[src/rtl/pta_pkg.sv]
// ----------------------------------------------------------------------------
// pta_pkg
// Shared types and codes for the primitive topology assembler.
// ----------------------------------------------------------------------------
package pta_pkg;

    localparam int INDEX_WIDTH_DEFAULT = 32;
    localparam int PORT_INDEX_WIDTH    = 32;
    localparam int TOPO_WIDTH          = 3;
    localparam int QUEUE_DEPTH         = 4;

    typedef logic [TOPO_WIDTH-1:0] topo_t;

    localparam topo_t TOPO_LINE_STRIP = 3'd0;
    localparam topo_t TOPO_LINE_LOOP  = 3'd1;
    localparam topo_t TOPO_TRI_STRIP  = 3'd2;
    localparam topo_t TOPO_TRI_FAN    = 3'd3;
    localparam topo_t TOPO_QUADS      = 3'd4;
    localparam topo_t TOPO_POLYGONS   = 3'd5;

    typedef logic [1:0] seen_t;
    localparam seen_t SEEN_NONE = 2'd0;
    localparam seen_t SEEN_TWO  = 2'd2;
    localparam seen_t SEEN_MAX  = 2'd3;

    // Primitive families carried from the front to the back.
    typedef logic kind_t;
    localparam kind_t KIND_LINES = 1'b0;
    localparam kind_t KIND_TRIS  = 1'b1;

    // Steps inside one job.
    // Lines: head (v0,v1), body (v1,cur), tail (cur,v0).
    // Tris : head (v0,v2,v1), body (v0,v1,cur).
    typedef logic [1:0] step_t;
    localparam step_t STEP_HEAD = 2'd0;
    localparam step_t STEP_BODY = 2'd1;
    localparam step_t STEP_TAIL = 2'd2;

    typedef struct packed {
        kind_t kind;
        step_t start_step;
        step_t end_step;
    } ctrl_t;

endpackage

[src/rtl/pta_if.sv]
// ----------------------------------------------------------------------------
// pta_if
// Channel interfaces: vertex input, primitive output, topology write.
// ----------------------------------------------------------------------------
interface pta_vtx_if;
    logic                                  valid;
    logic                                  ready;
    logic [pta_pkg::PORT_INDEX_WIDTH-1:0]  vertex_index;
    logic                                  end_of_batch;
    logic                                  end_of_polygon;

    modport source (output valid, output vertex_index, output end_of_batch,
                    output end_of_polygon, input ready);
    modport sink   (input valid, input vertex_index, input end_of_batch,
                    input end_of_polygon, output ready);
endinterface

interface pta_prim_if;
    logic                                  valid;
    logic                                  ready;
    logic [pta_pkg::PORT_INDEX_WIDTH-1:0]  vertex_a;
    logic [pta_pkg::PORT_INDEX_WIDTH-1:0]  vertex_b;
    logic [pta_pkg::PORT_INDEX_WIDTH-1:0]  vertex_c;
    logic                                  last_of_run;

    modport source (output valid, output vertex_a, output vertex_b, output vertex_c,
                    output last_of_run, input ready);
    modport sink   (input valid, input vertex_a, input vertex_b, input vertex_c,
                    input last_of_run, output ready);
endinterface

interface pta_cfg_if;
    logic                  valid;
    logic                  ready;
    pta_pkg::topo_t        topology;

    modport source (output valid, output topology, input ready);
    modport sink   (input valid, input topology, output ready);
endinterface

[src/rtl/pta_front.sv]
// ----------------------------------------------------------------------------
// pta_front
// Accepts vertices, tracks batch state and classifies each vertex into a job.
// ----------------------------------------------------------------------------
module pta_front #(
    parameter int INDEX_WIDTH = pta_pkg::INDEX_WIDTH_DEFAULT
) (
    input  logic                    clk,
    input  logic                    rst_n,
    pta_vtx_if.sink                 vtx,
    pta_cfg_if.sink                 cfg,
    output logic                    job_valid,
    input  logic                    job_ready,
    output pta_pkg::ctrl_t          job_ctrl,
    output logic [INDEX_WIDTH-1:0]  job_v0,
    output logic [INDEX_WIDTH-1:0]  job_v1,
    output logic [INDEX_WIDTH-1:0]  job_v2,
    output logic [INDEX_WIDTH-1:0]  job_cur
);

    pta_pkg::topo_t          topology_reg;
    logic [INDEX_WIDTH-1:0]  first_reg,   first_next;
    logic [INDEX_WIDTH-1:0]  older_reg,   older_next;
    logic [INDEX_WIDTH-1:0]  prev_reg,    prev_next;
    pta_pkg::seen_t          seen_reg,    seen_next;
    logic                    winding_reg, winding_next;

    logic [INDEX_WIDTH-1:0]  cur;
    logic                    emit;
    logic                    accept;
    logic                    non_degenerate;

    assign cfg.ready = 1'b1;
    assign vtx.ready = job_ready;
    assign accept    = vtx.valid && job_ready;
    assign cur       = vtx.vertex_index[INDEX_WIDTH-1:0];
    assign job_valid = vtx.valid && emit;
    assign job_cur   = cur;

    assign non_degenerate = (older_reg != prev_reg) && (prev_reg != cur) &&
                            (cur != older_reg);

    // classification
    always_comb
    begin
        emit                = 1'b0;
        job_ctrl.kind       = pta_pkg::KIND_LINES;
        job_ctrl.start_step = pta_pkg::STEP_BODY;
        job_ctrl.end_step   = pta_pkg::STEP_BODY;
        job_v0              = first_reg;
        job_v1              = prev_reg;
        job_v2              = older_reg;
        winding_next        = winding_reg;
        case (topology_reg)
            pta_pkg::TOPO_LINE_STRIP:
            begin
                emit = (seen_reg != pta_pkg::SEEN_NONE);
            end
            pta_pkg::TOPO_LINE_LOOP:
            begin
                emit = (seen_reg >= pta_pkg::SEEN_TWO);
                job_ctrl.start_step = (seen_reg == pta_pkg::SEEN_TWO) ?
                                      pta_pkg::STEP_HEAD : pta_pkg::STEP_BODY;
                job_ctrl.end_step   = vtx.end_of_batch ?
                                      pta_pkg::STEP_TAIL : pta_pkg::STEP_BODY;
            end
            pta_pkg::TOPO_TRI_STRIP:
            begin
                job_ctrl.kind = pta_pkg::KIND_TRIS;
                job_v0        = winding_reg ? prev_reg : older_reg;
                job_v1        = winding_reg ? older_reg : prev_reg;
                if (seen_reg >= pta_pkg::SEEN_TWO)
                begin
                    emit         = non_degenerate;
                    winding_next = ~winding_reg;
                end
            end
            pta_pkg::TOPO_TRI_FAN, pta_pkg::TOPO_POLYGONS:
            begin
                job_ctrl.kind = pta_pkg::KIND_TRIS;
                emit          = (seen_reg >= pta_pkg::SEEN_TWO);
            end
            pta_pkg::TOPO_QUADS:
            begin
                job_ctrl.kind       = pta_pkg::KIND_TRIS;
                job_ctrl.start_step = pta_pkg::STEP_HEAD;
                emit                = (seen_reg == pta_pkg::SEEN_MAX);
            end
            default:
            begin
                emit = 1'b0;
            end
        endcase
    end

    // batch state
    always_comb
    begin
        first_next = (seen_reg == pta_pkg::SEEN_NONE) ? cur : first_reg;
        older_next = prev_reg;
        prev_next  = cur;
        if (topology_reg == pta_pkg::TOPO_QUADS)
            seen_next = seen_reg + 2'd1;
        else if (seen_reg == pta_pkg::SEEN_MAX)
            seen_next = seen_reg;
        else
            seen_next = seen_reg + 2'd1;

        if ((topology_reg == pta_pkg::TOPO_POLYGONS) && vtx.end_of_polygon)
        begin
            seen_next  = pta_pkg::SEEN_NONE;
            first_next = '0;
        end

        if (vtx.end_of_batch)
        begin
            first_next   = '0;
            older_next   = '0;
            prev_next    = '0;
            seen_next    = pta_pkg::SEEN_NONE;
        end
    end

    always_ff @(posedge clk or negedge rst_n)
    begin
        if (!rst_n)
        begin
            topology_reg <= pta_pkg::TOPO_LINE_STRIP;
            first_reg    <= '0;
            older_reg    <= '0;
            prev_reg     <= '0;
            seen_reg     <= pta_pkg::SEEN_NONE;
            winding_reg  <= 1'b0;
        end
        else
        begin
            if (cfg.valid)
                topology_reg <= cfg.topology;
            if (accept)
            begin
                first_reg   <= first_next;
                older_reg   <= older_next;
                prev_reg    <= prev_next;
                seen_reg    <= seen_next;
                winding_reg <= vtx.end_of_batch ? 1'b0 : winding_next;
            end
        end
    end

endmodule

[src/rtl/pta_queue.sv]
// ----------------------------------------------------------------------------
// pta_queue
// Small register FIFO between front and back.
// ----------------------------------------------------------------------------
module pta_queue #(
    parameter int DATA_WIDTH = 8,
    parameter int DEPTH      = pta_pkg::QUEUE_DEPTH
) (
    input  logic                   clk,
    input  logic                   rst_n,
    input  logic                   push_valid,
    output logic                   push_ready,
    input  logic [DATA_WIDTH-1:0]  push_data,
    output logic                   pop_valid,
    input  logic                   pop_ready,
    output logic [DATA_WIDTH-1:0]  pop_data
);

    localparam int AW = (DEPTH > 1) ? $clog2(DEPTH) : 1;
    localparam int CW = $clog2(DEPTH + 1);
    localparam logic [AW-1:0] LAST_SLOT = AW'(DEPTH - 1);
    localparam logic [CW-1:0] FULL_CNT  = CW'(DEPTH);

    logic [DATA_WIDTH-1:0] slots_reg [DEPTH];
    logic [AW-1:0]         wr_ptr_reg, wr_ptr_next;
    logic [AW-1:0]         rd_ptr_reg, rd_ptr_next;
    logic [CW-1:0]         cnt_reg,    cnt_next;
    logic                  do_push, do_pop;

    assign push_ready = (cnt_reg != FULL_CNT);
    assign pop_valid  = (cnt_reg != '0);
    assign pop_data   = slots_reg[rd_ptr_reg];
    assign do_push    = push_valid && push_ready;
    assign do_pop     = pop_valid && pop_ready;

    always_comb
    begin
        wr_ptr_next = wr_ptr_reg;
        rd_ptr_next = rd_ptr_reg;
        cnt_next    = cnt_reg;
        if (do_push)
            wr_ptr_next = (wr_ptr_reg == LAST_SLOT) ? '0 : wr_ptr_reg + AW'(1);
        if (do_pop)
            rd_ptr_next = (rd_ptr_reg == LAST_SLOT) ? '0 : rd_ptr_reg + AW'(1);
        if (do_push && !do_pop)
            cnt_next = cnt_reg + CW'(1);
        else if (do_pop && !do_push)
            cnt_next = cnt_reg - CW'(1);
    end

    always_ff @(posedge clk or negedge rst_n)
    begin
        if (!rst_n)
        begin
            wr_ptr_reg <= '0;
            rd_ptr_reg <= '0;
            cnt_reg    <= '0;
        end
        else
        begin
            wr_ptr_reg <= wr_ptr_next;
            rd_ptr_reg <= rd_ptr_next;
            cnt_reg    <= cnt_next;
        end
    end

    always_ff @(posedge clk)
    begin
        if (do_push)
            slots_reg[wr_ptr_reg] <= push_data;
    end

endmodule

[src/rtl/pta_back.sv]
// ----------------------------------------------------------------------------
// pta_back
// Expands queued jobs into primitives, one per cycle while the output is not stalled, into an output register.
// ----------------------------------------------------------------------------
module pta_back #(
    parameter int INDEX_WIDTH = pta_pkg::INDEX_WIDTH_DEFAULT
) (
    input  logic                    clk,
    input  logic                    rst_n,
    input  logic                    job_valid,
    output logic                    job_pop,
    input  pta_pkg::ctrl_t          job_ctrl,
    input  logic [INDEX_WIDTH-1:0]  job_v0,
    input  logic [INDEX_WIDTH-1:0]  job_v1,
    input  logic [INDEX_WIDTH-1:0]  job_v2,
    input  logic [INDEX_WIDTH-1:0]  job_cur,
    pta_prim_if.source              prim
);

    localparam int PW = pta_pkg::PORT_INDEX_WIDTH;

    logic                   prim_valid_reg;
    logic [PW-1:0]          a_reg, b_reg, c_reg;
    logic                   last_reg;
    logic                   active_reg;
    pta_pkg::step_t         step_reg;

    pta_pkg::step_t         step;
    logic                   load;
    logic                   done;
    logic [INDEX_WIDTH-1:0] a_sel, b_sel, c_sel;

    assign step    = active_reg ? step_reg : job_ctrl.start_step;
    assign load    = job_valid && (!prim_valid_reg || prim.ready);
    assign done    = (step == job_ctrl.end_step);
    assign job_pop = load && done;

    always_comb
    begin
        a_sel = job_v0;
        b_sel = job_v1;
        c_sel = '0;
        if (job_ctrl.kind == pta_pkg::KIND_TRIS)
        begin
            case (step)
                pta_pkg::STEP_HEAD:
                begin
                    a_sel = job_v0;
                    b_sel = job_v2;
                    c_sel = job_v1;
                end
                default:
                begin
                    a_sel = job_v0;
                    b_sel = job_v1;
                    c_sel = job_cur;
                end
            endcase
        end
        else
        begin
            case (step)
                pta_pkg::STEP_HEAD:
                begin
                    a_sel = job_v0;
                    b_sel = job_v1;
                end
                pta_pkg::STEP_BODY:
                begin
                    a_sel = job_v1;
                    b_sel = job_cur;
                end
                pta_pkg::STEP_TAIL:
                begin
                    a_sel = job_cur;
                    b_sel = job_v0;
                end
                default:
                begin
                    a_sel = job_v1;
                    b_sel = job_cur;
                end
            endcase
        end
    end

    always_ff @(posedge clk or negedge rst_n)
    begin
        if (!rst_n)
        begin
            prim_valid_reg <= 1'b0;
            active_reg     <= 1'b0;
            step_reg       <= pta_pkg::STEP_HEAD;
        end
        else
        begin
            if (load)
            begin
                prim_valid_reg <= 1'b1;
                active_reg     <= !done;
                step_reg       <= step + 2'd1;
            end
            else if (prim.ready)
            begin
                prim_valid_reg <= 1'b0;
            end
        end
    end

    always_ff @(posedge clk)
    begin
        if (load)
        begin
            a_reg    <= PW'(a_sel);
            b_reg    <= PW'(b_sel);
            c_reg    <= PW'(c_sel);
            last_reg <= done;
        end
    end

    assign prim.valid       = prim_valid_reg;
    assign prim.vertex_a    = a_reg;
    assign prim.vertex_b    = b_reg;
    assign prim.vertex_c    = c_reg;
    assign prim.last_of_run = last_reg;

endmodule

[src/rtl/primitive_topology_assembler.sv]
// ----------------------------------------------------------------------------
// primitive_topology_assembler
// Turns a vertex index stream into line or triangle primitives.
// ----------------------------------------------------------------------------
// One vertex index is taken per cycle whenever the four-entry job queue has
// room; the front end classifies it against the current topology (line strip,
// line loop, triangle strip, fan, quads, polygons) and the back end emits one
// primitive per cycle, unless the output stalls, from a registered output. A
// vertex gives at most one primitive, but a quad completion gives two and a
// line loop's opening/closing vertex two or three, so with a ready output the
// rate is one vertex per cycle for strips and fans and is set by the output
// port when several primitives follow from one vertex. A job passes through
// its queue slot and then the output register before its first primitive
// appears. Degenerate strip triangles are never queued. The topology
// register should only be written while the block is idle; writes are always
// accepted. last_of_run flags the final primitive of each vertex. Only the low
// INDEX_WIDTH bits of an index are kept; outputs are zero-extended.
// ----------------------------------------------------------------------------
module primitive_topology_assembler #(
    parameter int INDEX_WIDTH = pta_pkg::INDEX_WIDTH_DEFAULT
) (
    input  logic        clk,
    input  logic        rst_n,
    pta_vtx_if.sink     vtx,
    pta_cfg_if.sink     cfg,
    pta_prim_if.source  prim
);

    // job = control word plus four vertex slots
    localparam int CTRL_W = $bits(pta_pkg::ctrl_t);
    localparam int JOB_W  = CTRL_W + 4 * INDEX_WIDTH;

    logic                    f_valid, f_ready;
    pta_pkg::ctrl_t          f_ctrl;
    logic [INDEX_WIDTH-1:0]  f_v0, f_v1, f_v2, f_cur;

    logic                    b_valid, b_pop;
    logic [JOB_W-1:0]        b_data;
    pta_pkg::ctrl_t          b_ctrl;
    logic [INDEX_WIDTH-1:0]  b_v0, b_v1, b_v2, b_cur;

    pta_front #(
        .INDEX_WIDTH (INDEX_WIDTH)
    ) u_front (
        .clk       (clk),
        .rst_n     (rst_n),
        .vtx       (vtx),
        .cfg       (cfg),
        .job_valid (f_valid),
        .job_ready (f_ready),
        .job_ctrl  (f_ctrl),
        .job_v0    (f_v0),
        .job_v1    (f_v1),
        .job_v2    (f_v2),
        .job_cur   (f_cur)
    );

    // decouples classification from primitive expansion
    pta_queue #(
        .DATA_WIDTH (JOB_W),
        .DEPTH      (pta_pkg::QUEUE_DEPTH)
    ) u_queue (
        .clk        (clk),
        .rst_n      (rst_n),
        .push_valid (f_valid),
        .push_ready (f_ready),
        .push_data  ({f_ctrl, f_v0, f_v1, f_v2, f_cur}),
        .pop_valid  (b_valid),
        .pop_ready  (b_pop),
        .pop_data   (b_data)
    );

    assign {b_ctrl, b_v0, b_v1, b_v2, b_cur} = b_data;

    pta_back #(
        .INDEX_WIDTH (INDEX_WIDTH)
    ) u_back (
        .clk       (clk),
        .rst_n     (rst_n),
        .job_valid (b_valid),
        .job_pop   (b_pop),
        .job_ctrl  (b_ctrl),
        .job_v0    (b_v0),
        .job_v1    (b_v1),
        .job_v2    (b_v2),
        .job_cur   (b_cur),
        .prim      (prim)
    );

endmodule

[src/flat_wrapper.sv]
// flat-port wrapper written by rule: the top's interface ports become plain ports
module primitive_topology_assembler_flat 
#(
    parameter int INDEX_WIDTH = pta_pkg::INDEX_WIDTH_DEFAULT
)
  (clk, rst_n, vtx_valid, vtx_vertex_index, vtx_end_of_batch, vtx_end_of_polygon, vtx_ready, cfg_valid, cfg_topology, cfg_ready, prim_valid, prim_vertex_a, prim_vertex_b, prim_vertex_c, prim_last_of_run, prim_ready);
  pta_vtx_if vtx_i ();
  pta_cfg_if cfg_i ();
  pta_prim_if prim_i ();
  input  logic clk;
  input  logic rst_n;
  input wire logic [$bits(vtx_i.valid)-1:0] vtx_valid;
  input wire logic [$bits(vtx_i.vertex_index)-1:0] vtx_vertex_index;
  input wire logic [$bits(vtx_i.end_of_batch)-1:0] vtx_end_of_batch;
  input wire logic [$bits(vtx_i.end_of_polygon)-1:0] vtx_end_of_polygon;
  output wire logic [$bits(vtx_i.ready)-1:0] vtx_ready;
  input wire logic [$bits(cfg_i.valid)-1:0] cfg_valid;
  input wire logic [$bits(cfg_i.topology)-1:0] cfg_topology;
  output wire logic [$bits(cfg_i.ready)-1:0] cfg_ready;
  output wire logic [$bits(prim_i.valid)-1:0] prim_valid;
  output wire logic [$bits(prim_i.vertex_a)-1:0] prim_vertex_a;
  output wire logic [$bits(prim_i.vertex_b)-1:0] prim_vertex_b;
  output wire logic [$bits(prim_i.vertex_c)-1:0] prim_vertex_c;
  output wire logic [$bits(prim_i.last_of_run)-1:0] prim_last_of_run;
  input wire logic [$bits(prim_i.ready)-1:0] prim_ready;
  assign vtx_i.valid = vtx_valid;
  assign vtx_i.vertex_index = vtx_vertex_index;
  assign vtx_i.end_of_batch = vtx_end_of_batch;
  assign vtx_i.end_of_polygon = vtx_end_of_polygon;
  assign vtx_ready = vtx_i.ready;
  assign cfg_i.valid = cfg_valid;
  assign cfg_i.topology = cfg_topology;
  assign cfg_ready = cfg_i.ready;
  assign prim_valid = prim_i.valid;
  assign prim_vertex_a = prim_i.vertex_a;
  assign prim_vertex_b = prim_i.vertex_b;
  assign prim_vertex_c = prim_i.vertex_c;
  assign prim_last_of_run = prim_i.last_of_run;
  assign prim_i.ready = prim_ready;
  primitive_topology_assembler #(.INDEX_WIDTH(INDEX_WIDTH)) u_core (.clk(clk), .rst_n(rst_n), .vtx(vtx_i), .cfg(cfg_i), .prim(prim_i));
endmodule
[config.mk]
export PLATFORM = sky130hd
export DESIGN_NAME = primitive_topology_assembler_flat
export DESIGN_NICKNAME = d
export VERILOG_FILES = /design/src/rtl/pta_pkg.sv /design/src/rtl/pta_if.sv /design/src/rtl/pta_front.sv /design/src/rtl/pta_queue.sv /design/src/rtl/pta_back.sv /design/src/rtl/primitive_topology_assembler.sv /design/src/flat_wrapper.sv
export SDC_FILE = /design/constraint.sdc
export NUM_CORES = 1
export LEC_CHECK = 0
export BUFFER_PORTS_ARGS = -buffer_cell sky130_fd_sc_hd__buf_2
export CAP_MARGIN = 10
export CORE_MARGIN = 2
export CORE_UTILIZATION = 40
export CTS_BUF_LIST = sky130_fd_sc_hd__clkbuf_16
export DETAILED_ROUTE_END_ITERATION = 10
export GPL_TIMING_DRIVEN = 0
export HOLD_SLACK_MARGIN = 0.12
export SYNTH_ARGS = -nofsm -noshare
export SYNTH_HDL_FRONTEND = slang
export SYNTH_SLANG_ARGS = --single-unit
[constraint.sdc]
create_clock -name clk -period 7.3 [get_ports clk]
set_input_delay 1.46 -clock clk [delete_from_list [all_inputs] [get_ports clk]]
set_output_delay 1.46 -clock clk [all_outputs]
set_load 0.02 [all_outputs]
==> results.toml <==
[final_layout]
nNetsFinal = 2339
drive_gt1_frac = 0.2049
fin_util = 0.4674
area_delta_synth_final_pct = 15.88
final_area_um2 = 36150
largest_reg_flops = 528

[synth]
yosys_warnings = 0
yosysTopAreaCell = "edfxtp_1"
ys_seq_elements = 738
synth_flop_cell = "edfxtp_1"
synth_area_um2 = 31190
async_reset_ff_frac = 0.1531
synth-edff-count = 625
synth.distinct_cells = 45
synthCells = 2053
synth_top_area_share = 0.6016
syn-num-nets = 2107
yosys-top-cells-area = "edfxtp_1 60%, mux4_2 9.5%, dfrtp_1 9.1%"
ys_seq_area_frac = 0.6923
synth.avg_cell_area_um2 = 15.19

[timing]
rsz0062_at_grt = "no"
tns_ps = 0
finalMaxSlewViolations = 0
hold_violations = 0
fmaxAchievable_ghz = 0.2280
worstMarginPinSlew_ps = 1132
min_period_over_period = 0.6007
setup_viol = 0
min_period_ps = 4385
finClkSkew_ps = 34.48
maxSlewHeadroom = 0.2451
fin_ws_ps = 2915

[setup_path]
ff2ff_setup_slack_ps = 2910
endpoint = "u_core.u_back.prim.vertex_b[1]"
arrival_ps = 4730
crit_fanout = 10
start_kind = "flop"
critPathRequiredTime_ps = 7650
path_buf_inv = 4
r2r_start = "u_core.u_queue.rd_ptr_reg[0]"
critPathCaptureType = "flop"
critical_path_class = "reg2reg"
cpPeakStageDelay_ps = 650
rr_endpoint = "u_core.u_back.prim.vertex_b[1]"
cp_slowest_cell = "clkbuf_1"
critical_path.startpoint = "u_core.u_queue.rd_ptr_reg[0]"
worstRegToRegCells = 9
crit_top_cell = "clkbuf_1"
crit_chain = "buf_6 > mux4_2 > mux2i_4 > ha_1 > clkbuf_1 > clkbuf_1 > clkbuf_1 > a21oi_1 > o21ai_0"
path_depth = 9
cp_top_family = "buffers and inverters"

[cts]
hold_buffers = 0
cts_buffers = 78
post_cts_buffers = 0
h-tree-depth = 3
clk_latency_ps = 640
cts_tree = "done"
cts_buffer_depth = 3
cts_sinks = 738
cts-resized-gates = 0
cts_root_buf = "clkbuf_16"
clkSlewWorstSetupHoldPaths_ps = 50

[grt]
grt_pass1_wl_um = 127300
grt_max_degree = 97
track_usage = 0.2153
grt_pass1_vias = 19233
overflow = 0
antenna_found_initial = 3

[die]
fp.dieW_um = 283.3
dieArea_um2 = 80240
ios = 142
coreArea_um2 = 77340
rows = 102
start_util = 0.4034
fp.dieH_um = 283.3

[routing]
drt_wl_total_um = 86860
routedWlPerCell_um = 25.67
drc_errors = 0
drt_pass1_iterations = 6
via_count = 18898
via_per_inst = 5.585
ant_nets = 0
drt_iter0_drc = 2053

[pwr]
leakage_nw = 12.45
vdd_drop_max_uv = 198.8
powerDensity_nw_per_um2 = 437.4

[placed_design]
hpwl_um = 58460
place_area_um2 = 33530
io_buffers = 140
gp_congestion = 0.9205
dp_slack_ps = 2693

[flow_run]
cap_violations = 0

[worst_hold_path]
min_path_type = "reg2reg"

[status]
outcome = "finished, final reports clean"
[routing by layer]
metal / wire (um) / vias to the layer above / track usage
met5: 0 / - / 0
met4: 2892 / 0 / 0.08003
met3: 6542 / 171 / 0.03824
met2: 41780 / 849 / 0.3523
met1: 35640 / 9682 / 0.2886
li1: - / 8196 / -
[worst reg2reg max path: cells and delay by family (launching register included)]
kind / cells / cell delay (ps)
buffers and inverters: 4 / 2180
multiplexers: 2 / 800
AO/OA/AOI/OAI: 2 / 610
flip-flops: 1 / 360
adder cells (fa/ha/maj): 1 / 180
[placed cells by master, fill, tap and decap left out, drive strengths merged, types with 24 or more instances in the layout]
| cell | count |
|---|---|
| edfxtp | 625 |
| nand2 | 302 |
| buf | 189 |
| o21ai | 170 |
| clkbuf | 168 |
| mux4 | 131 |
| dfrtp | 113 |
| a21oi | 100 |
| xnor2 | 99 |
| nand2b | 97 |
| nor2 | 73 |
| a22oi | 64 |
| mux2 | 40 |
| mux2i | 34 |
| clkinv | 30 |
| nand4 | 24 |
[power breakdown]
part           switching (mW)  internal (mW)  total (mW)
logic                    3.84           1.91        5.75
clock network            1.66           2.42        4.08
registers               0.379           5.61        5.99
total                    5.88           9.93        15.8
[cell type report]
type / instances / area (um^2)
fill: 6792 / 41190
sequential: 738 / 21600
multi-input combinational: 1179 / 9054
clock buffer: 80 / 2002
tap: 1040 / 1301
timing repair buffer: 152 / 1015
clock inverter: 58 / 613.1
buffer: 125 / 525.5
inverter: 11 / 41.29
antenna: 1 / 2.502
[stage by stage]
step                cells  hold WS (ps)  total power [mW]
floorplan            2053         450.5             9.536
global placement     3233         462.5             11.68
detailed placement   3245         471.6             11.79
CTS                  3383         485.2             15.89
global route         3383         511.4             16.54
finish               3384         483.1             15.81
[synth_stat cells, types with 2 or more instances]
cell and count:
edfxtp_1 625, nand2_1 301, o21ai_0 169, mux4_2 131
dfrtp_1 113, a21oi_1 100, xnor2_1 99, nand2b_1 97
clkbuf_1 88, nor2_1 72, a22oi_1 64, mux2_2 38
mux2i_1 33, nand4_1 24, buf_2 21, ha_1 11
buf_1 10, inv_1 10, and2_1 6, nor4_1 6
buf_4 4, xor2_1 3, a32o_1 2, buf_6 2
nand3_1 2, nor3_1 2, o21a_1 2
[worst min-delay path by stage]
stage | depth (start not counted) | to | from | slack, ps
2_1_floorplan | 2 | u_core.u_front.first_reg[0] | u_core.u_front.first_reg[0] | 450
3_3_place_gp | 2 | u_core.u_front.first_reg[3] | u_core.u_front.first_reg[3] | 460
3_5_place_dp | 2 | u_core.u_front.first_reg[27] | u_core.u_front.first_reg[27] | 470
4_1_cts | 2 | u_core.u_front.first_reg[27] | u_core.u_front.first_reg[27] | 490
5_1_grt | 2 | u_core.u_front.first_reg[25] | u_core.u_front.first_reg[25] | 510
6_report | 2 | u_core.u_front.first_reg[16] | u_core.u_front.first_reg[16] | 480
[kinds of logic (layout without fill, tap and decap cells)]
family | Yosys count | in the layout | synth area share
DFF | 738 | 738 | 0.6923
and+or+nand+nor | 517 | 517 | 0.07376
AOI/OAI and AO/OA | 342 | 342 | 0.06153
muxes | 205 | 205 | 0.1204
buffers and inverters | 136 | 426 | 0.01817
xor gates and xnor gates | 102 | 102 | 0.02864
adders and majority gates | 12 | 12 | 0.005054
other | 1 | 2 | 0.0001202
No activity file was read; power rests on OpenSTA's default activity.
